`config.mk`:
```
export PLATFORM = sky130hd
export DESIGN_NAME = rpq_unpack
export DESIGN_NICKNAME = d
export VERILOG_FILES = /design/src/rtl/core/rpq_pkg.sv /design/src/rtl/core/rpq_unpack.sv
export SDC_FILE = /design/constraint.sdc
export NUM_CORES = 1
export LEC_CHECK = 0
export ABC_AREA = 1
export BUFFER_PORTS_ARGS = -buffer_cell sky130_fd_sc_hd__buf_2
export CORE_MARGIN = 2
export CORE_UTILIZATION = 55
export CTS_CLUSTER_DIAMETER = 200
export DETAILED_ROUTE_END_ITERATION = 10
export PLACE_DENSITY = 0.86
export SYNTH_ARGS = -nofsm -noshare
export SYNTH_HDL_FRONTEND = slang
export SYNTH_SLANG_ARGS = --single-unit
```
`constraint.sdc`:
```
create_clock -name clock -period 3.4 [get_ports clock]
set_input_delay 0.17 -clock clock [delete_from_list [all_inputs] [get_ports clock]]
set_output_delay 0.17 -clock clock [all_outputs]
set_load 0.1 [all_outputs]
```
`src/rtl/core/rpq_pkg.sv`:
```
// Package for the RGB565 palette quantizer: widths, palette table, widening functions.
// No dependencies; used by every module of the block.
package rpq_pkg;

   localparam int PALETTE_ENTRIES = 16;   // entries searched, 2..16
   localparam int PAL_TABLE_SIZE  = 16;
   localparam int IDX_W           = 4;
   localparam int COMP_W          = 8;
   localparam int DIST_W          = 18;   // 3 * 255^2 fits in 18 bits
   localparam int PIX_W           = 16;
   // unpack stage plus two stages per cell
   localparam int LATENCY         = 1 + 2 * PALETTE_ENTRIES;

   localparam logic [PIX_W-1:0] PAL_COLORS [PAL_TABLE_SIZE] = '{
      16'h0000, 16'h8410, 16'h001F, 16'h051F, 16'h07E0, 16'h07E0, 16'h07FF, 16'h06DF,
      16'hF800, 16'hF8B2, 16'hF81F, 16'h781F, 16'hFFE0, 16'hA145, 16'hFFFF, 16'hC618
   };

   typedef struct packed {
      logic [COMP_W-1:0] r;
      logic [COMP_W-1:0] g;
      logic [COMP_W-1:0] b;
      logic [DIST_W-1:0] best_dist;
      logic [IDX_W-1:0]  best_idx;
   } token_type;

   // round(v*255/31) through a reciprocal multiply, exact for all 5-bit v
   function automatic logic [COMP_W-1:0] widen5(input logic [4:0] v);
      logic [15:0] t;
      t = 16'(v) * 16'd527 + 16'd23;
      return t[13:6];
   endfunction

   // round(v*255/63), exact for all 6-bit v
   function automatic logic [COMP_W-1:0] widen6(input logic [5:0] v);
      logic [15:0] t;
      t = 16'(v) * 16'd259 + 16'd33;
      return t[13:6];
   endfunction

   function automatic logic [COMP_W-1:0] pal_r(input logic [IDX_W-1:0] idx);
      logic [PIX_W-1:0] c;
      c = PAL_COLORS[idx];
      return widen5(c[15:11]);
   endfunction

   function automatic logic [COMP_W-1:0] pal_g(input logic [IDX_W-1:0] idx);
      logic [PIX_W-1:0] c;
      c = PAL_COLORS[idx];
      return widen6(c[10:5]);
   endfunction

   function automatic logic [COMP_W-1:0] pal_b(input logic [IDX_W-1:0] idx);
      logic [PIX_W-1:0] c;
      c = PAL_COLORS[idx];
      return widen5(c[4:0]);
   endfunction

endpackage

```
`src/rtl/core/rpq_unpack.sv`:
```
// Entry stage: splits an RGB565 request into 8-bit components and seeds the search token.
// Depends on rpq_pkg.
module rpq_unpack (
   input  logic                              clock,
   input  logic                              reset,
   input  logic                              valid_in,
   input  logic [rpq_pkg::PIX_W-1:0]         pixel_in,
   output logic                              valid_out,
   output rpq_pkg::token_type                tok_out
);

   logic               valid_ff;
   rpq_pkg::token_type tok_ff, tok_in;

   always_comb begin
      tok_in.r         = rpq_pkg::widen5(pixel_in[15:11]);
      tok_in.g         = rpq_pkg::widen6(pixel_in[10:5]);
      tok_in.b         = rpq_pkg::widen5(pixel_in[4:0]);
      // larger than any real distance, so the first cell always takes over
      tok_in.best_dist = '1;
      tok_in.best_idx  = '0;
   end

   always_ff @(posedge clock) begin
      if (reset) begin
         valid_ff <= 1'b0;
      end else begin
         valid_ff <= valid_in;
      end
   end

   always_ff @(posedge clock) begin
      tok_ff <= tok_in;
   end

   assign valid_out = valid_ff;
   assign tok_out   = tok_ff;

endmodule

```
## Word level (Yosys, flattened, before mapping)

Cells that the tools add are included.

| storage, ports and cells | value |
|---|---|
| register bits after elaboration | 25 |
| logic and storage cells | 10 |
| output and inout bits | 47 |
| bits of input ports | 19 |

| cells by class | value |
|---|---|
| add/subtract/negate cells | 3 |
| multiply operators | 3 |

Operators by type and width:

| cell | number |
|---|---|
| $add 14x5->14 const B | 2 |
| $mul 5x10->14 const B | 2 |
| $add 14x6->14 const B | 1 |
| $mul 6x9->14 const B | 1 |

## Depth between registers and ports, before layout

Gate-level depths: netlist of run 1.

| depth | value |
|---|---|
| depth in word-level cells | 2 |
| depth in mapped cells | 15 |
| gate-level depth less buffers | 15 |

## Worst setup path after synthesis of run 1

Ideal clock, no wire load.

| timing | value |
|---|---|
| kind | in2reg |
| start point | input port pixel_in[14] in the netlist's numbering |
| end point | register tok_ff (netlist bit tok_out[41]) |
| arrival | 2.410 ns |
| setup time | 0.119 ns |
| path buffers | 0 |
| path slack | 0.871 ns |
| stages | 13 |
| data required time | 3.281 ns |
| cells stage by stage | inv_1 ha_1 inv_1 fa_1 fa_1 ha_1 nand2_1 inv_1 nand2_1 nand2_1 nand2_1 nand2_2 xor2_1 |

RTL lines:

| element | line | text |
|---|---|---|
| start: declaration | rpq_unpack.sv:7 | `input logic [rpq_pkg::PIX_W-1:0] pixel_in,` |
| end signal: assignment | rpq_unpack.sv:33 | `tok_ff <= tok_in;` |
| end: declaration | rpq_unpack.sv:13 | `rpq_pkg::token_type tok_ff, tok_in;` |

==> metrics.cfg, run 1 <==
[finish]
num-nets-final = 529
layout_commonest_cell = nand2_1
drive_gt1_share_pct = 13.2
final_cell_mix = nand2_1, inv_1, ha_1, buf_2, nand3_1
stdcell_count = 508
n_antenna_cell = 0
nFillCells = 489
area_growth_pct = 9.11

[critical_path]
crit_buf_inv = 4
slowest_stage = fa_1
end_kind = flop
arrival_ns = 2.76
crit_required_ns = 3.57
cp_top_family = adder cells
path_common_cell = nand2_1
cp_max_fo = 5
startpoint_type = input pin
path_cells = buf_2 > inv_1 > ha_1 > inv_1 > fa_1 > fa_1 > ha_1 > nand2_1 > inv_1 > nand2_1 > nand2_1 > nand2_1 > nand2_2 > xor2_1
cpPeakStageDelay_ns = 0.57
criticalPathCategory = in -> reg

[worst_hold_path]
hold_start = reset
whs_path_depth = 2
hold_class = in -> reg
holdPathEnd = valid_out

[sta]
max_freq_mhz = 385
final_hold_viol_count = 0
setup_viol = 0
period_needed_ns = 2.60
rsz0062_at_grt = no
setup-tns-final_ns = 0
min_period_over_period_pct = 76.4
drv_slew = 0

[global_route]
grt_pass1_wl_mm = 9.53
antenna_found_initial = 0
grt_overflow = 0
grt_max_degree = 16
grt_pass1_vias = 2347
grt_use_total_pct = 19.7

[die]
pin_count = 66
chipWidth_um = 76.2
rows = 26
start_util_pct = 56.6
die_area_mm2 = 0.00581
core_mm2 = 0.00507
die_h_um = 76.2

[logic_synthesis]
ys_seq_area_share_pct = 17.4
synth_xor_xnor_area_share_pct = 3.66
synth.distinct_cells = 20
synth_compound_area_share_pct = 1.79
synth_top_family_by_area = adder cells
synthMuxAreaShare_pct = 0
yosys_register_bits = 25
synthAdderAreaFrac_pct = 35.4
synth_simple_gate_area_share_pct = 25.8
synthCells = 393
ys_warn_count = 0
synth_area_mm2 = 0.00287
postSynthAreaPerCell_um2 = 7.30

[route]
route.detailed.drc = 0
vias = 2407
first_iter_violations = 124
antenna_left = 0
wl_per_cell_um = 10.8
vias_per_cell = 4.74
dr.pass1.iters = 4
wl_mm = 5.50

[run]
drv_cap = 0

[power_and_ir_drop]
power.leakage_nw = 1.91
pwr_density_cell_mw_per_mm2 = 543
vdd_drop_max_v = 0.000605

[place]
dp.cells = 504
gp_congestion = 0.919
hpwl_mm = 4.86
port_buffers = 43

[cts]
numCtsBuffers = 3
cts.sinks = 25
cts_root_buf = clkbuf_8
clk_pin_slew_ns = 0.09
cts_tree = built
cts_buffer_depth = 2
h-tree-depth = 1
cts_hold_buf = 0
cts_resized = 0
cts_setup_buffers = 0

[run_status]
status = completed

## synth_stat cells (all sizes together)
master	count	area share [%]
dfxtp	25	17
xnor2	4	1.2
nor3	1	0.17
o21bai	1	0.26
o21ai	2	0.48
inv	76	9.9
conb	2	0.26
fa	17	12
nand3	32	5.6
xor2	8	2.4
a21oi	6	1.0
buf	22	5.8
ha	54	24
nand2	107	15
nand4	6	1.3
nor2	30	4.1
## cell families after synthesis
logic type | count (synthesis)
AOI/OAI and AO/OA | 9
xor gates and xnor gates | 12
adders and majority gates | 71
buffers and inverters | 98
DFF | 25
other | 2
and+or+nand+nor | 176
## layer usage
| metal | share of wire [%] | track usage [%] | routed length, um |
|---|---|---|---|
| met1 | 42 | 22.3 | 2290 |
| met2 | 53 | 37.9 | 2900 |
| met3 | 4.1 | 2.49 | 224 |
| met4 | 1.6 | 6.36 | 88 |
| met5 | 0 | 0 | 0 |
## worst max-delay path by stage
stage | start | end | slack [ns] | depth (start not counted)
floorplan | pixel_in[14] | tok_out[41] | 0.87 | 13
global placement | pixel_in[3] | tok_out[25] | 0.63 | 14
detailed placement | pixel_in[3] | tok_out[25] | 0.53 | 14
CTS | pixel_in[3] | tok_out[26] | 0.82 | 16
global route | pixel_in[3] | tok_out[26] | 0.62 | 16
finish | pixel_in[3] | tok_out[25] | 0.80 | 14
## metrics by stage
step           setup WS, ns  hold WS [ns]  total power, W  area [um^2]  util (%)
2_1_floorplan         0.871         0.241         0.00135         2950         -
3_3_place_gp          0.632         0.326         0.00149         3080      60.7
3_5_place_dp          0.526         0.333         0.00152         3080      60.7
4_1_cts               0.821        0.0342         0.00171         3130      61.7
5_1_grt               0.616        0.0343         0.00182         3130      61.7
6_report              0.804        0.0375         0.00170         3130      61.7
## cell type report
type	instances	area, um^2	area share [%]
Clock inverter	1	7.51	0.240
Multi-Input combinational cell	290	1990	63.7
Inverter	76	285	9.11
Sequential cell	25	500	16.0
Tap cell	70	87.6	2.80
Clock buffer	3	41.3	1.32
Timing Repair Buffer	43	215	6.87
## registers in the layout, indices dropped and copies added (netlist names)
name and flops:
valid_out 1, tok_out 24
## report_power, final
part / total, W / internal [W] / switching, W
clock network: 0.000183 / 0.0000833 / 0.000100
logic: 0.00115 / 0.000264 / 0.000891
registers: 0.000363 / 0.000351 / 0.0000122
total: 0.00170 / 0.000698 / 0.00100
Note: power is estimated with default switching activity, not from simulation.
==> inputs of run 2 (changes only) <==
- CORE_UTILIZATION: 55 -> 50
- PLACE_DENSITY: 0.86 -> 0.83
- clock period: 3.4 -> 2.3 ns (I/O delays scaled with it)
==> metrics.cfg, run 2 (same netlist as run 1, synthesis figures left out) <==
[place]
port_buffers = 43  ; unchanged
gp_congestion = 0.931  ; was 0.919
hpwl_mm = 5.13  ; was 4.86 mm

[critical_path]
criticalPathCategory = in -> reg  ; unchanged
cp_max_fo = 4  ; was 5
startpoint_type = input pin  ; unchanged
end_kind = flop  ; unchanged
arrival_ns = 2.44  ; was 2.76 ns
crit_required_ns = 2.49  ; was 3.57 ns

[sta]
drv_slew = 0  ; unchanged
final_hold_viol_count = 0  ; unchanged
worst_hold_slack_ns = 0.00499  ; was 0.0375 ns
setup_viol = 0  ; unchanged
worstMarginPinSlew_ns = 0.520
rsz0062_at_grt = yes  ; was no
period_needed_ns = 2.25
max_slew_margin_pct = 65.6
max_freq_mhz = 444
min_period_over_period_pct = 97.8
setup-tns-final_ns = 0  ; unchanged

[finish]
final_cell_mix = nand2_1, inv_1, ha_1, buf_2, buf_4  ; was nand2_1, inv_1, ha_1, buf_2, nand3_1
nFillCells = 462  ; was 489
fin_util_pct = 66.1  ; was 61.7%
num-nets-final = 564  ; was 529
layout_commonest_cell = nand2_1  ; unchanged
largest_reg_flops = 24  ; unchanged
area_growth_pct = 27.6  ; was 9.11%
drive_gt1_share_pct = 27.5  ; was 13.2%
n_antenna_cell = 0  ; unchanged

[cts]
cts_root_buf = clkbuf_8  ; unchanged
cts_tree = built  ; unchanged
clk_pin_slew_ns = 0.10  ; was 0.09 ns
h-tree-depth = 1  ; unchanged
numCtsBuffers = 3  ; unchanged
cts.sinks = 25  ; unchanged
cts_hold_buf = 0  ; unchanged
cts_buffer_depth = 2  ; unchanged

[route]
vias_per_cell = 4.78  ; was 4.74
first_iter_violations = 85  ; was 124
dr.pass1.iters = 4  ; unchanged
antenna_left = 0  ; unchanged
route.detailed.drc = 0  ; unchanged
wl_per_cell_um = 11.7  ; was 10.8 um
wl_mm = 6.37  ; was 5.50 mm
vias = 2606  ; was 2,407

[global_route]
grt_pass1_vias = 2403  ; was 2,347
grt_overflow = 0  ; unchanged
antenna_found_initial = 0  ; unchanged
grt_use_total_pct = 19.3  ; was 19.7%
grt_pass1_wl_mm = 9.99  ; was 9.53 mm
grt_max_degree = 15  ; was 16

[worst_hold_path]
hold_class = in -> reg  ; unchanged

[power_and_ir_drop]
seqPwrFrac_pct = 18.9  ; was 21.4%
total_power_w = 0.00285  ; was 0.00170 W
vdd_drop_max_v = 0.000639  ; was 0.000605 V
power.leakage_nw = 2.10  ; was 1.91 nW
intPower_w = 0.00124  ; was 0.000698 W
pwr_density_cell_mw_per_mm2 = 779  ; was 543 mW/mm^2
switching_share_pct = 56.4  ; was 59.0%
clkPwrFrac_pct = 9.3  ; was 10.8%
comb_power_share_pct = 71.8  ; was 67.9%
power.switching_w = 0.00161  ; was 0.00100 W

[die]
die_h_um = 79.8  ; was 76.2 um
core_mm2 = 0.00554  ; was 0.00507 mm^2
chipWidth_um = 79.8  ; was 76.2 um
rows = 27  ; was 26
pin_count = 66  ; unchanged
start_util_pct = 51.8  ; was 56.6%
die_area_mm2 = 0.00636  ; was 0.00581 mm^2

[run_status]
status = completed  ; unchanged

[run]
drv_cap = 0  ; unchanged

-- run 2: power groups by stage --
| stage | Sequential (W) | Combinational [W] | Clock, W |
|---|---|---|---|
| floorplan | 0.00116 | 0.000918 | 0 |
| global placement | 0.000549 | 0.00183 | 0 |
| detailed placement | 0.000549 | 0.00188 | 0 |
| CTS | 0.000540 | 0.00192 | 0.000265 |
| global route | 0.000548 | 0.00219 | 0.000284 |
| finish | 0.000539 | 0.00205 | 0.000264 |
-- run 2: worst paths after layout --
check / endpoint / cells after the start / from / slack [ns]
max: tok_out[25] / 13 / pixel_in[1] / 0.05
min: valid_out / 2 / reset / 0.005
-- run 2: cell type report --
type / instances / area [um^2] / share of cell area (%)
Clock buffer: 3 / 41.3 / 1.13
Inverter: 76 / 290 / 7.93
Clock inverter: 1 / 5.00 / 0.137
Sequential cell: 25 / 500 / 13.7
Timing Repair Buffer: 78 / 523 / 14.3
Tap cell: 72 / 90.1 / 2.46
Multi-Input combinational cell: 290 / 2210 / 60.4
-- run 2: worst max-delay path: stages --
cell     delay (ns)
buf_2          0.12
buf_4          0.15
ha_1           0.33
ha_4           0.26
fa_1           0.54
ha_4           0.31
nand2_2        0.05
inv_1          0.05
nand2_1        0.08
nand2_2        0.09
nand2_2        0.07
nand2_4        0.10
xor2_1         0.18
-- run 2: timing repair --
action	CTS	global route
buffers inserted	2	2
endpoints found under the setup margin	3	12
gates resized for setup	17	28
pin swaps	16	20
-- run 2: metrics by stage --
| stage | instances | area, um^2 | setup WS, ns |
|---|---|---|---|
| after floorplan | 413 | 3030 | 0.000971 |
| after global placement | 537 | 3400 | -0.251 |
| after detailed placement | 537 | 3400 | -0.307 |
| after CTS | 543 | 3530 | 0.00451 |
| after global routing | 545 | 3660 | -0.0370 |
| final | 545 | 3660 | 0.0496 |
-- run 2: per-layer routing --
| layer | routed length [um] | vias to the layer above | GRT usage, % |
|---|---|---|---|
| li1 | - | 1319 | - |
| met1 | 2730 | 1208 | 23.1 |
| met3 | 295 | 6 | 1.92 |
| met5 | 0 | - | 0 |
| met2 | 3280 | 73 | 37.3 |
| met4 | 59 | 0 | 3.22 |
