$ cat config.mk
export PLATFORM = sky130hd
export DESIGN_NAME = rpq_cell
export DESIGN_NICKNAME = d
export VERILOG_FILES = /design/src/rtl/core/rpq_pkg.sv /design/src/rtl/core/rpq_cell.sv
export SDC_FILE = /design/constraint.sdc
export NUM_CORES = 1
export LEC_CHECK = 0
export BUFFER_PORTS_ARGS = -buffer_cell sky130_fd_sc_hd__clkbuf_2
export CELL_PAD_IN_SITES_DETAIL_PLACEMENT = 1
export CELL_PAD_IN_SITES_GLOBAL_PLACEMENT = 1
export CORE_MARGIN = 5
export CORE_UTILIZATION = 44
export CTS_CLUSTER_SIZE = 24
export DETAILED_ROUTE_END_ITERATION = 8
export GPL_ROUTABILITY_DRIVEN = 0
export HOLD_SLACK_MARGIN = 0.06
export PLACE_DENSITY = 0.75
export SLEW_MARGIN = 20
export SYNTH_ARGS = -nofsm -noshare
export SYNTH_HDL_FRONTEND = slang
export SYNTH_SLANG_ARGS = --single-unit
$ cat constraint.sdc
create_clock -name clock -period 10.9 [get_ports clock]
set_input_delay 1.635 -clock clock [delete_from_list [all_inputs] [get_ports clock]]
set_output_delay 1.635 -clock clock [all_outputs]
set_load 0.01 [all_outputs]
$ cat src/rtl/core/rpq_pkg.sv
// Package for the RGB565 palette quantizer: widths, palette table, widening functions.
// No dependencies; used by every module of the block.
package rpq_pkg;

   localparam int PALETTE_ENTRIES = 16;   // entries searched, 2..16
   localparam int PAL_TABLE_SIZE  = 16;
   localparam int IDX_W           = 4;
   localparam int COMP_W          = 8;
   localparam int DIST_W          = 18;   // 3 * 255^2 fits in 18 bits
   localparam int PIX_W           = 16;
   // unpack stage plus two stages per cell
   localparam int LATENCY         = 1 + 2 * PALETTE_ENTRIES;

   localparam logic [PIX_W-1:0] PAL_COLORS [PAL_TABLE_SIZE] = '{
      16'h0000, 16'h8410, 16'h001F, 16'h051F, 16'h07E0, 16'h07E0, 16'h07FF, 16'h06DF,
      16'hF800, 16'hF8B2, 16'hF81F, 16'h781F, 16'hFFE0, 16'hA145, 16'hFFFF, 16'hC618
   };

   typedef struct packed {
      logic [COMP_W-1:0] r;
      logic [COMP_W-1:0] g;
      logic [COMP_W-1:0] b;
      logic [DIST_W-1:0] best_dist;
      logic [IDX_W-1:0]  best_idx;
   } token_type;

   // round(v*255/31) through a reciprocal multiply, exact for all 5-bit v
   function automatic logic [COMP_W-1:0] widen5(input logic [4:0] v);
      logic [15:0] t;
      t = 16'(v) * 16'd527 + 16'd23;
      return t[13:6];
   endfunction

   // round(v*255/63), exact for all 6-bit v
   function automatic logic [COMP_W-1:0] widen6(input logic [5:0] v);
      logic [15:0] t;
      t = 16'(v) * 16'd259 + 16'd33;
      return t[13:6];
   endfunction

   function automatic logic [COMP_W-1:0] pal_r(input logic [IDX_W-1:0] idx);
      logic [PIX_W-1:0] c;
      c = PAL_COLORS[idx];
      return widen5(c[15:11]);
   endfunction

   function automatic logic [COMP_W-1:0] pal_g(input logic [IDX_W-1:0] idx);
      logic [PIX_W-1:0] c;
      c = PAL_COLORS[idx];
      return widen6(c[10:5]);
   endfunction

   function automatic logic [COMP_W-1:0] pal_b(input logic [IDX_W-1:0] idx);
      logic [PIX_W-1:0] c;
      c = PAL_COLORS[idx];
      return widen5(c[4:0]);
   endfunction

endpackage

$ cat src/rtl/core/rpq_cell.sv
// One cell of the search chain: compares the passing pixel against one palette entry.
// Two register stages (squares, then sum and compare). Depends on rpq_pkg.
module rpq_cell (
   input  logic                              clock,
   input  logic                              reset,
   input  logic [rpq_pkg::IDX_W-1:0]         entry_idx,
   input  logic                              valid_in,
   input  rpq_pkg::token_type                tok_in,
   output logic                              valid_out,
   output rpq_pkg::token_type                tok_out
);

   localparam int SQ_W = 2 * rpq_pkg::COMP_W;

   logic [rpq_pkg::COMP_W-1:0] pr, pg, pb;
   logic [rpq_pkg::COMP_W-1:0] dr, dg, db;
   logic [SQ_W-1:0]            sq_r_in, sq_g_in, sq_b_in;
   logic [SQ_W-1:0]            sq_r_ff, sq_g_ff, sq_b_ff;
   logic                       s1_valid_ff, s2_valid_ff;
   rpq_pkg::token_type         s1_tok_ff, s2_tok_ff, s2_tok_in;
   logic [rpq_pkg::DIST_W-1:0] sum_dist;

   assign pr = rpq_pkg::pal_r(entry_idx);
   assign pg = rpq_pkg::pal_g(entry_idx);
   assign pb = rpq_pkg::pal_b(entry_idx);

   assign dr = (tok_in.r >= pr) ? tok_in.r - pr : pr - tok_in.r;
   assign dg = (tok_in.g >= pg) ? tok_in.g - pg : pg - tok_in.g;
   assign db = (tok_in.b >= pb) ? tok_in.b - pb : pb - tok_in.b;

   assign sq_r_in = SQ_W'(dr) * SQ_W'(dr);
   assign sq_g_in = SQ_W'(dg) * SQ_W'(dg);
   assign sq_b_in = SQ_W'(db) * SQ_W'(db);

   assign sum_dist = rpq_pkg::DIST_W'(sq_r_ff) + rpq_pkg::DIST_W'(sq_g_ff)
                   + rpq_pkg::DIST_W'(sq_b_ff);

   // strict less-than keeps the lower index on a tie
   always_comb begin
      s2_tok_in = s1_tok_ff;
      if (sum_dist < s1_tok_ff.best_dist) begin
         s2_tok_in.best_dist = sum_dist;
         s2_tok_in.best_idx  = entry_idx;
      end
   end

   always_ff @(posedge clock) begin
      if (reset) begin
         s1_valid_ff <= 1'b0;
         s2_valid_ff <= 1'b0;
      end else begin
         s1_valid_ff <= valid_in;
         s2_valid_ff <= s1_valid_ff;
      end
   end

   always_ff @(posedge clock) begin
      sq_r_ff   <= sq_r_in;
      sq_g_ff   <= sq_g_in;
      sq_b_ff   <= sq_b_in;
      s1_tok_ff <= tok_in;
      s2_tok_ff <= s2_tok_in;
   end

   assign valid_out = s2_valid_ff;
   assign tok_out   = s2_tok_ff;

endmodule

# == Yosys cells after proc, flatten, opt, wreduce, memory -nomap -nowiden ==
# Memories as Yosys holds them, arrays and structs flattened.
# Cells that the tools add are included.
# totals
ff_bits,142
rom_bits,256
in_bits,53
output_inout_bits,47
wordCells,45
memories,1
# mem_list
name,depth,width,rd,rd_clocked_by_memory_dff,wr,line_no,text
(no name shown),16,16,1,0,0,rpq_pkg.sv:55,c = PAL_COLORS[idx];
# op_classes
addsub,11
n_mul,6
magnitude_cmp,5
n_mux,6
n_bitwise,1
# op_table
op,count
$mul 8x8->16,3
$sub 8x8->8,6
$mux 16,2
$add 14x5->14 const B,2
$mul 5x10->14 const B,2
$ge 8x8->1,3
$mux 8,3
$mux 22,1
$add 17x16->18,1
$lt 18x18->1,1
$add 16x16->17,1
$add 14x6->14 const B,1
$mul 6x9->14 const B,1
$ge 5x5->1 const B,1
$not 4->5,1

# == Logic depth before layout (Yosys ltp) ==
# Gate-level depths: netlist (run 1).
# logic_depth
depth_word,9
ltp_mapped,42
mapped_depth_nobuf,42

# == Worst setup path after synthesis (run 1) ==
# Ideal clock, no wire load.
# synth_timing
path_kind,input to register
startpoint,input port entry_idx[1] in the netlist's numbering
endpoint,register sq_r_ff[14]
setup_time_ns,0.072
t_arrival_ns,10.777
path_slack_ns,0.051
path_stages,37
path_buffers,0
cell_sequence,inv_1 ha_1 a21oi_1 inv_1 ha_1 inv_1 fa_1 inv_1 ha_1 ha_1 a21o_1 a21oi_1 nor2b_1 o41a_1 and3_1 xnor2_1 ha_1 inv_1 o21bai_1 a221oi_4 mux2i_1 xnor2_4 or2_2 inv_1 fa_1 fa_1 inv_1 fa_1 fa_1 inv_1 ha_1 or2_2 o31a_1 o41ai_1 o21ai_0 o41ai_1 xnor2_1
# synth_via
elab_chain_len,9
elab_cells_between_ends,11
classes_between,add/sub (3); mul (2); order compare (1); mux (3); bitwise (1); memory (1)
# synth_rtl
item,line_no,text
"start, declared",rpq_cell.sv:6,"input logic [rpq_pkg::IDX_W-1:0] entry_idx,"
$not 4->5 (implied by the code) (*),rpq_pkg.sv:43,c = PAL_COLORS[idx];
$mem_v2 16x16 (*),-,
$mux 16 (*) (2 in a row),-,
$mul 5x10->14 (*),rpq_pkg.sv:30,t = 16'(v) * 16'd527 + 16'd23;
$add 14x5->14 (*),rpq_pkg.sv:30,
$sub 8x8->8 / $ge 8x8->1 (equally long branches),rpq_cell.sv:27,assign dr = (tok_in.r >= pr) ? tok_in.r - pr : pr - tok_in.r;
$mux 8 (*),rpq_cell.sv:27,
$mul 8x8->16 (*),rpq_cell.sv:31,assign sq_r_in = SQ_W'(dr) * SQ_W'(dr);
via sq_r_in[14],rpq_cell.sv:17,"logic [SQ_W-1:0] sq_r_in, sq_g_in, sq_b_in;"
"end signal, assigned",rpq_cell.sv:58,sq_r_ff <= sq_r_in;
"end, declared",rpq_cell.sv:18,"logic [SQ_W-1:0] sq_r_ff, sq_g_ff, sq_b_ff;"
# Mark *: on every way through the listed nets, which the timed path passes. The rest lies on a longest branch. The select of a mux whose other input is x is not followed.
# A chain may end at the register's enable or synchronous reset.

# == Final worst setup path (run 1) ==
# layout_timing
startpoint,input port entry_idx[0] in the netlist's numbering
endpoint,register sq_r_ff[15]
# The elaborated chain is that of the path after synthesis.

==> results of run 1 <==
-- metal layers --
layer,up-vias,track usage [%]
li1,4917,-
met1,4833,23.4
met2,141,36.0
met3,37,2.85
met4,0,5.61
met5,-,0
-- worst max path at each step --
stage | slack [ps] | depth (start not counted) | end | start
after floorplan | 50 | 37 | sq_r_ff[14] | entry_idx[1]
after global placement | 90 | 41 | sq_b_ff[15] | entry_idx[0]
after detailed placement | -360 | 41 | sq_b_ff[15] | entry_idx[0]
after CTS | 50 | 41 | sq_b_ff[14] | entry_idx[0]
after global routing | -50 | 42 | sq_r_ff[15] | entry_idx[0]
final | 390 | 42 | sq_r_ff[15] | entry_idx[0]
-- metrics by stage --
stage               hold WS [ps]  util [%]
finish                       326      51.6
global route                 330      51.6
CTS                          328      51.2
detailed placement           314      49.1
global placement             310      49.1
floorplan                    310         -
-- repair_timing --
action | 4_1_cts | 5_1_grt
setup buffers | 0 | 2
endpoints found under the setup margin | 0 | 9
gates resized for setup | 0 | 35
hold buffers | 0 | 0
-- flip-flops by register name, indices dropped and copies added (netlist names) --
signal and flops:
s1_tok_ff 46, s1_valid_ff 1, sq_b_ff 15, sq_g_ff 15, sq_r_ff 15, tok_out 46, valid_out 1
-- final cells by class --
| cell class | instances | area share (%) |
|---|---|---|
| clock buffer | 19 | 2.84 |
| clock inverter | 13 | 1.26 |
| inverter | 247 | 6.08 |
| multi-input combinational | 1004 | 62.0 |
| sequential | 139 | 18.3 |
| tap | 390 | 3.20 |
| timing repair buffer | 160 | 6.41 |
-- cell families after synthesis --
group	count (synthesis)
AND/OR/NAND/NOR	309
flip-flops	139
adder cells (fa/ha/maj)	331
multiplexers	41
AO/OA/AOI/OAI	220
XOR/XNOR	100
other	2
buffers and inverters	258
-- layout by cell type, fill, tap and decap left out, types with 18 or more instances in the layout --
master,netlist,layout
dfxtp_1,139,139
inv_1,246,243
nor2b_1,22,22
xnor2_1,77,77
o21a_1,18,18
clkbuf_2,0,99
nor3_1,24,22
mux2_2,24,24
nand2_1,41,41
o21ai_0,46,41
buf_4,1,57
a21o_1,24,24
fa_1,107,107
nor2_1,120,117
a21oi_1,62,56
ha_1,224,222
-- Yosys cell counts (all sizes together) (3+ instances only) --
library cell,count
buf,4
nor2,125
o21ai,49
nor2b,22
dfxtp,139
a21boi,3
a2111oi,4
nand4,9
and2,7
nor3,24
nand2b,14
a21oi,68
clkbuf,7
ha,224
o211ai,5
o21bai,10
o21a,18
xor2,19
inv,247
o41ai,4
nand2,41
a221oi,4
o31ai,7
or2,15
mux2,24
or3,9
nand3b,10
fa,107
mux2i,17
and3,7
a211oi,3
nand3,17
xnor2,81
a21o,24
a31oi,5
-- worst max-delay path, delay by kind of cell --
family / cells / cell delay [ps]
buffers and inverters: 10 / 1080
adders and majority gates: 11 / 4200
and+or+nand+nor: 8 / 1270
AOI/OAI and AO/OA: 9 / 1810
xor gates and xnor gates: 2 / 230
muxes: 2 / 630
==> results.ini, run 1 <==
[run_status]
outcome=finished, final reports clean

[sta]
fin_crit_ps=10510
setup_viol=0
fin_ws_ps=389
fmax_mhz=95.1
fin_crit_sh_pct=96.4
setup-tns-final_ps=0
relSlewSlack_pct=58.8
finClkSkew_ps=15.3
slew_violations=0
tightest_slew_ps=614
finalHoldViolCount=0

[placed_design]
dpl_cell_area_mm2=0.0145
hpwl_mm=26.5
dp_slack_ps=-355
dp.cells=1938
port_buffers=99

[floorplan]
num_io_pins=100
die_area_mm2=0.0333
die_h_um=183
start_util_pct=44.3
die_w_um=183
core-area_mm2=0.0296
rows=63

[logic_synthesis]
yosys.area_share.xor_xnor_pct=7.26
async_reset_ff_share_pct=0
synth_flop_cell=dfxtp_1
yosys.area.top_type=ha_1
seq_area_frac_synth_pct=21.2
synthTopCellsByArea=ha_1 21%, dfxtp_1 21%, fa_1 16%
synth-compound-area-share_pct=11.3
synth_top_family_by_area=adder cells
synth_seq_cells=139
yosys.area_share.adder_pct=37.7
synth_top_cell_area_share_pct=21.4
synth-simple-area-share_pct=11.6
synthesis.area_mm2=0.0131
synthCells=1400
ys_types=68
synth_edf_count=0
yosysWarnings=0
post_synth.cell_area_avg_um2=9.36
synth.mux.area_fraction_pct=3.36

[detailed_routing]
detail_route.wl_per_cell_um=16.1
via_per_inst=5.03
dr.max_layer_used=met4
via_count=9928
route.detailed.drc=0
dr.pass1.iters=4
wl_met2_mm=16.5
wl_met3_um=780
ant_nets=0
wl_mm=31.8
first_iter_violations=352
wl_met1_mm=13.9

[final_layout]
multi_input_area_mm2=0.00944
drive_gt1_share_pct=17.6
n_antenna_cell=0
fin_nets=1953
fill_cells=3447
design_area_mm2=0.0152
seqCellArea_mm2=0.00278
area_delta_synth_final_pct=16.3
fin_cells=1972

[global_routing]
grt_max_degree=23
grt_usage_pct=19.5
grt_overflow=0
grt_pass1_wl_mm=53.1
antenna_found_initial=0
grt_pass1_vias=11000

[worst_hold_path]
worstHoldPathCells=0
hold_path_class=reg -> reg
hold_path.startpoint=s1_tok_ff[40]
hold_end=tok_out[40]

[clock_tree]
cts_buffers=17
cts_sinks=139
cts_tree=done
insertion_delay_ps=450
cts_buffer_depth=2
cts.reportedPaths.clkPinSlew_ps=60
htreeDepth=4
root_buffer=clkbuf_16

[critical_path]
worst_setup_path_end_kind=register
crit_type=in -> reg
worst_ep_arrival_time_ps=10840
cp-start-kind=input pin
worst_ep_required_time_ps=11230
rrSetupSlack_ps=6390
critPathSlowestCell=fa_1
reg2reg_depth=16
worstReg2RegStart=sq_r_ff[7]
r2r-end=tok_out[11]
cp_max_fo=8
cpPeakStageDelay_ps=550

[flow_run]
drv_cap=0

Power of run 1 is not shown: default switching activity piles up to over one toggle a cycle in this logic, so the estimate is an artifact.
==> run 2, diff against run 1 <==
==> constraint.sdc (replaced) <==
create_clock -name clock -period 9.4 [get_ports clock]
set_input_delay 1.41 -clock clock [delete_from_list [all_inputs] [get_ports clock]]
set_output_delay 1.41 -clock clock [all_outputs]
set_load 0.01 [all_outputs]
==> run 2 against run 1 <==
Effect of this change: the flow now finishes with violations (negative setup slack); sequential share of layout area down 3.6 points; critical path depth is 1 higher; non-clock buffer count increased by 290; final area grew 25%; final cell count increased by 15%; flip-flop and latch count stayed put; core utilization grew 13 points; critical endpoint is now sq_b_ff[14].
==> results.ini, run 2 (synthesis results as in run 1) <==
[sta]
finClkSkew_ps=16.0  ; was 15.3 ps
tightest_slew_ps=720  ; was 614 ps
fmax_mhz=98.4
rsz0062_at_grt=yes
fin_crit_sh_pct=108
setup_viol=22  ; was 0
fin_crit_ps=10160
relSlewSlack_pct=50.8  ; was 58.8%
finalHoldViolCount=0  ; unchanged
whs_ps=331  ; was 326 ps
fin_ws_ps=-764  ; was 389 ps
slew_violations=0  ; unchanged

[detailed_routing]
first_iter_violations=729  ; was 352
route.detailed.drc=0  ; unchanged
dr.pass1.iters=5  ; was 4
wl_mm=54.4  ; was 31.8 mm
detail_route.wl_per_cell_um=24.0  ; was 16.1 µm
ant_nets=0  ; unchanged
via_count=12400  ; was 9928
via_per_inst=5.49  ; was 5.03

[final_layout]
fin_nets=2244  ; was 1953
drive_gt1_share_pct=41.5  ; was 17.6%
most-common-layout-cells=329 x buf_4, 212 x inv_1, 178 x ha_1  ; was 243 x inv_1, 222 x ha_1, 139 x dfxtp_1
layout_commonest_cell=buf_4  ; was inv_1
design_area_mm2=0.0190  ; was 0.0152 mm²
area_delta_synth_final_pct=45.2  ; was 16.3%
final_util_pct=64.4  ; was 51.6%

[clock_tree]
cts.reportedPaths.clkPinSlew_ps=80  ; was 60 ps
root_buffer=clkbuf_16  ; unchanged
htreeDepth=4  ; unchanged
cts_sinks=139  ; unchanged
postCtsHoldBufs=0  ; unchanged
insertion_delay_ps=470  ; was 450 ps
cts_buffers=17  ; unchanged
cts_buffer_depth=2  ; unchanged
cts_tree=done  ; unchanged

[global_routing]
antenna_found_initial=1  ; was 0
grt_max_degree=23  ; unchanged
grt_overflow=0  ; unchanged
grt_pass1_vias=13800  ; was 11000
grt_pass1_wl_mm=71.4  ; was 53.1 mm
grt_usage_pct=26.9  ; was 19.5%

[floorplan]
rows=63  ; unchanged
num_io_pins=100  ; unchanged
die_w_um=183  ; unchanged
die_area_mm2=0.0333  ; unchanged
die_h_um=183  ; unchanged
start_util_pct=44.3  ; unchanged
core-area_mm2=0.0296  ; unchanged

[critical_path]
cp_common_cell=fa_1
cp-start-kind=input pin  ; unchanged
cpPeakStageDelay_ps=550  ; about the same
r2r-end=tok_out[0]  ; was tok_out[11]
rrSetupSlack_ps=4830  ; was 6390 ps
critPathSlowestCell=fa_1  ; unchanged
worst_setup_path_end_kind=register  ; unchanged
reg2reg_depth=16  ; unchanged
crit_type=in -> reg  ; unchanged
cp_max_fo=5  ; was 8
worst_ep_arrival_time_ps=10510  ; was 10840 ps
worst_ep_required_time_ps=9750  ; was 11230 ps
worstReg2RegStart=sq_r_ff[7]  ; unchanged

[run_status]
outcome=finished, violations left  ; was finished, final reports clean
failed_checks=negative setup slack

[placed_design]
hpwl_mm=30.5  ; was 26.5 mm
port_buffers=99  ; unchanged
dpl_cell_area_mm2=0.0165  ; was 0.0145 mm²

[worst_hold_path]
hold_path.startpoint=s1_tok_ff[45]  ; was s1_tok_ff[40]
worstHoldPathCells=0  ; unchanged
hold_path_class=reg -> reg  ; unchanged
hold_end=tok_out[45]  ; was tok_out[40]

[flow_run]
drv_cap=0  ; unchanged

==> run 2: changes by cell type in the layout (fill, tap and decap cells not counted), moves of 17 or more <==
cell,before,now
ha_1,222,178
buf_4,57,329
a21oi_1,56,39
ha_4,0,36
inv_2,4,29
inv_1,243,212
nor2_1,117,92
==> run 2: critical path, delay by kind of cell <==
| kind | cells | cell delay (ps) |
|---|---|---|
| AO/OA/AOI/OAI | 11 | 2040 |
| multiplexers | 1 | 330 |
| adder cells (fa/ha/maj) | 11 | 4220 |
| XOR/XNOR | 3 | 370 |
| AND/OR/NAND/NOR | 4 | 610 |
| buffers and inverters | 13 | 1520 |
==> run 2: per-stage QoR <==
stage | setup WS, ps | cells | TNS [ps]
after global placement | -620 | 2151 | -9040
after CTS | -274 | 2236 | -1480
after floorplan | -476 | 1401 | -3570
final | -764 | 2264 | -8510
after detailed placement | -943 | 2151 | -17140
after global routing | -975 | 2263 | -14700
==> run 2: how the worst max path moves through the flow <==
stage                            start     endpoint
after floorplan           entry_idx[1]  sq_r_ff[14]
after global placement    entry_idx[0]  sq_g_ff[15]
after detailed placement  entry_idx[0]  sq_r_ff[15]
after CTS                 entry_idx[1]  sq_r_ff[15]
after global routing      entry_idx[1]  sq_b_ff[14]
final                     entry_idx[1]  sq_b_ff[14]
==> run 2: layout make-up <==
type	instances	area, µm²
multi-input cells	1005	11000
fillers	3207	10500
repair buffers	450	3260
flip-flops and latches	139	2780
inverters	247	943
well taps	390	488
clock buffers	18	439
clock inverters	14	130
diodes	1	2.50
==> run 2: repair_timing <==
item / 4_1_cts / 5_1_grt
pin swaps: 78 / 119
cloned: 3 / 0
setup endpoints to repair: 22 / 29
setup buffers: 52 / 34
resized for setup: 112 / 160
==> run 2: routing by layer <==
| layer | up-vias | track usage (%) | share of wire (%) |
|---|---|---|---|
| met1 | 6174 | 27.9 | 37 |
| met3 | 230 | 4.92 | 4.2 |
| li1 | 5520 | - | - |
| met5 | - | 0 | 0 |
| met2 | 500 | 52.0 | 52 |
| met4 | 0 | 12.5 | 6.2 |
Power of run 2 is left out for the same reason.
==> run 3, diff against run 2 <==
--- a/config.mk
+++ b/config.mk
@@ -14,7 +14,8 @@
 export DETAILED_ROUTE_END_ITERATION = 8
 export GPL_ROUTABILITY_DRIVEN = 0
 export HOLD_SLACK_MARGIN = 0.06
-export PLACE_DENSITY = 0.75
+export PLACE_DENSITY_LB_ADDON = 0.1
+export SETUP_SLACK_MARGIN = 0.3
 export SLEW_MARGIN = 20
 export SYNTH_ARGS = -nofsm -noshare
 export SYNTH_HDL_FRONTEND = slang
==> constraint.sdc (replaced) <==
create_clock -name clock -period 9.4 [get_ports clock]
set_input_delay 1.41 -clock clock [delete_from_list [all_inputs] [get_ports clock]]
set_output_delay 1.41 -clock clock [all_outputs]
set_load 0.02 [all_outputs]
==> run 3 against run 2 <==
Effect of this change: critical path type unchanged; die area unchanged; register-to-register slack worse by 90 ps; final area increased by 0.85%; wire length shrank 16%; sequential share of layout area is 0.12 points lower; flip-flop and latch count unchanged; worst setup slack improved by 310 ps; the flow still finishes with violations (negative setup slack); via count shrank 5.4%; maximum frequency grew 3.1%; critical endpoint unchanged; non-clock buffer count grew 5; largest cell class unchanged.
==> results.ini, run 3 (synthesis results as in run 1) <==
[critical_path]
crit_type=in -> reg  ; unchanged
critPathSlowestCell=fa_1  ; unchanged
cp-start-kind=input pin  ; unchanged
worst_setup_path_end_kind=register  ; unchanged
cpPeakStageDelay_ps=520  ; was 550 ps
worst_ep_arrival_time_ps=10190  ; was 10510 ps
worst_ep_required_time_ps=9730  ; was 9750 ps
cp_max_fo=6  ; was 5
cp_common_cell=fa_1  ; unchanged

[placed_design]
hpwl_mm=29.1  ; was 30.5 mm
dp_slack_ps=-858  ; was -943 ps
port_buffers=99  ; unchanged
dp.cells=2157  ; was 2151

[final_layout]
area_delta_synth_final_pct=46.4  ; was 45.2%
layout_commonest_cell=buf_4  ; unchanged
multi_input_area_mm2=0.0110  ; about the same
drive_gt1_share_pct=43.0  ; was 41.5%
fin_cells=2268  ; was 2264
fill_cells=3263  ; was 3207
fin_nets=2248  ; was 2244
most-common-layout-cells=332 x buf_4, 205 x inv_1, 170 x ha_1  ; was 329 x buf_4, 212 x inv_1, 178 x ha_1
seqCellArea_mm2=0.00278  ; unchanged

[floorplan]
die_area_mm2=0.0333  ; unchanged
die_h_um=183  ; unchanged
start_util_pct=44.3  ; unchanged
rows=63  ; unchanged
num_io_pins=100  ; unchanged
die_w_um=183  ; unchanged
core-area_mm2=0.0296  ; unchanged

[sta]
whs_ps=327  ; was 331 ps
finalHoldViolCount=0  ; unchanged
rsz0062_at_grt=yes  ; unchanged
fmax_mhz=101  ; was 98.4 MHz
fin_ws_ps=-458  ; was -764 ps
relSlewSlack_pct=54.6  ; was 50.8%
setup_viol=17  ; was 22
finClkSkew_ps=13.4  ; was 16.0 ps
fin_crit_sh_pct=105  ; was 108%
setup-tns-final_ps=-3590  ; was -8510 ps
tightest_slew_ps=664  ; was 720 ps
slew_violations=0  ; unchanged
fin_crit_ps=9860  ; was 10160 ps

[detailed_routing]
wl_mm=45.7  ; was 54.4 mm
wl_met1_mm=18.0  ; was 20.2 mm
via_per_inst=5.18  ; was 5.49
ant_nets=0  ; unchanged
via_count=11800  ; was 12400
wl_met3_mm=1.11  ; was 2.31 mm
first_iter_violations=415  ; was 729
detail_route.wl_per_cell_um=20.2  ; was 24.0 µm
dr.pass1.iters=4  ; was 5
route.detailed.drc=0  ; unchanged
wl_met2_mm=25.2  ; was 28.5 mm
dr.max_layer_used=met4  ; unchanged

[run_status]
outcome=finished, violations left  ; unchanged
failed_checks=negative setup slack  ; unchanged

[global_routing]
grt_overflow=0  ; unchanged
grt_pass1_vias=13100  ; was 13800
antenna_found_initial=0  ; was 1
grt_pass1_wl_mm=66.2  ; was 71.4 mm
grt_max_degree=23  ; unchanged
grt_usage_pct=24.5  ; was 26.9%

[clock_tree]
htreeDepth=4  ; unchanged
insertion_delay_ps=460  ; was 470 ps
cts_buffer_depth=2  ; unchanged
cts_sinks=139  ; unchanged
cts.reportedPaths.clkPinSlew_ps=70  ; was 80 ps
cts_buffers=17  ; unchanged
root_buffer=clkbuf_16  ; unchanged
cts_tree=done  ; unchanged
postCtsHoldBufs=0  ; unchanged

[flow_run]
drv_cap=0  ; unchanged

[worst_hold_path]
hold_path_class=reg -> reg  ; unchanged

## run 3: cell types whose count changed in the layout (fill, tap and decap cells not counted), moves of 4 or more
cell,previous run,this run
inv_1,212,205
fa_1,100,95
ha_4,36,43
o21ai_0,30,35
ha_1,178,170
clkinv_4,4,0
or2_4,5,10
fa_2,7,12
o21ai_1,9,4
inv_2,29,39
## run 3: timing repair
action,4_1_cts,5_1_grt
setup buffers,47,30
resized for setup,154,116
cloned,1,0
pin swaps,128,67
setup endpoints to repair,27,31
## run 3: layer usage
layer / track usage, % / up-vias
met1: 27.9 / 5900
met5: 0 / -
li1: - / 5512
met2: 47.6 / 230
met4: 6.42 / 0
met3: 3.13 / 110
## run 3: final timing paths
kind                  from  slack, ps           to  cells past startpoint
max           entry_idx[1]       -460  sq_b_ff[14]                     43
min          s1_tok_ff[38]        330  tok_out[38]                      0
max reg2reg     sq_r_ff[7]       4740   tok_out[2]                     16
min reg2reg  s1_tok_ff[38]        330  tok_out[38]                      0
## run 3: metrics by stage
| stage | area (µm²) | util (%) |
|---|---|---|
| 6_report | 19200 | 64.9 |
| 5_1_grt | 19200 | 64.9 |
| 3_5_place_dp | 16700 | 56.4 |
| 4_1_cts | 18400 | 62.3 |
| 2_1_floorplan | 13600 | - |
| 3_3_place_gp | 16700 | 56.4 |
## run 3: cell type report
type | instances | share of cell area, %
clock buffers | 17 | 2.22
flip-flops and latches | 139 | 14.5
clock inverters | 15 | 0.991
multi-input cells | 1004 | 57.5
diodes | 1 | 0.0130
well taps | 390 | 2.54
repair buffers | 455 | 17.3
inverters | 247 | 4.88
## run 3: worst max-delay path, delay by kind of cell
kind                     cells  cell delay (ps)
AO/OA/AOI/OAI               13             2380
XOR/XNOR                     2              270
adder cells (fa/ha/maj)     11             4220
buffers and inverters       11              950
multiplexers                 1              200
AND/OR/NAND/NOR              5              730
Power of run 3 is left out for the same reason.
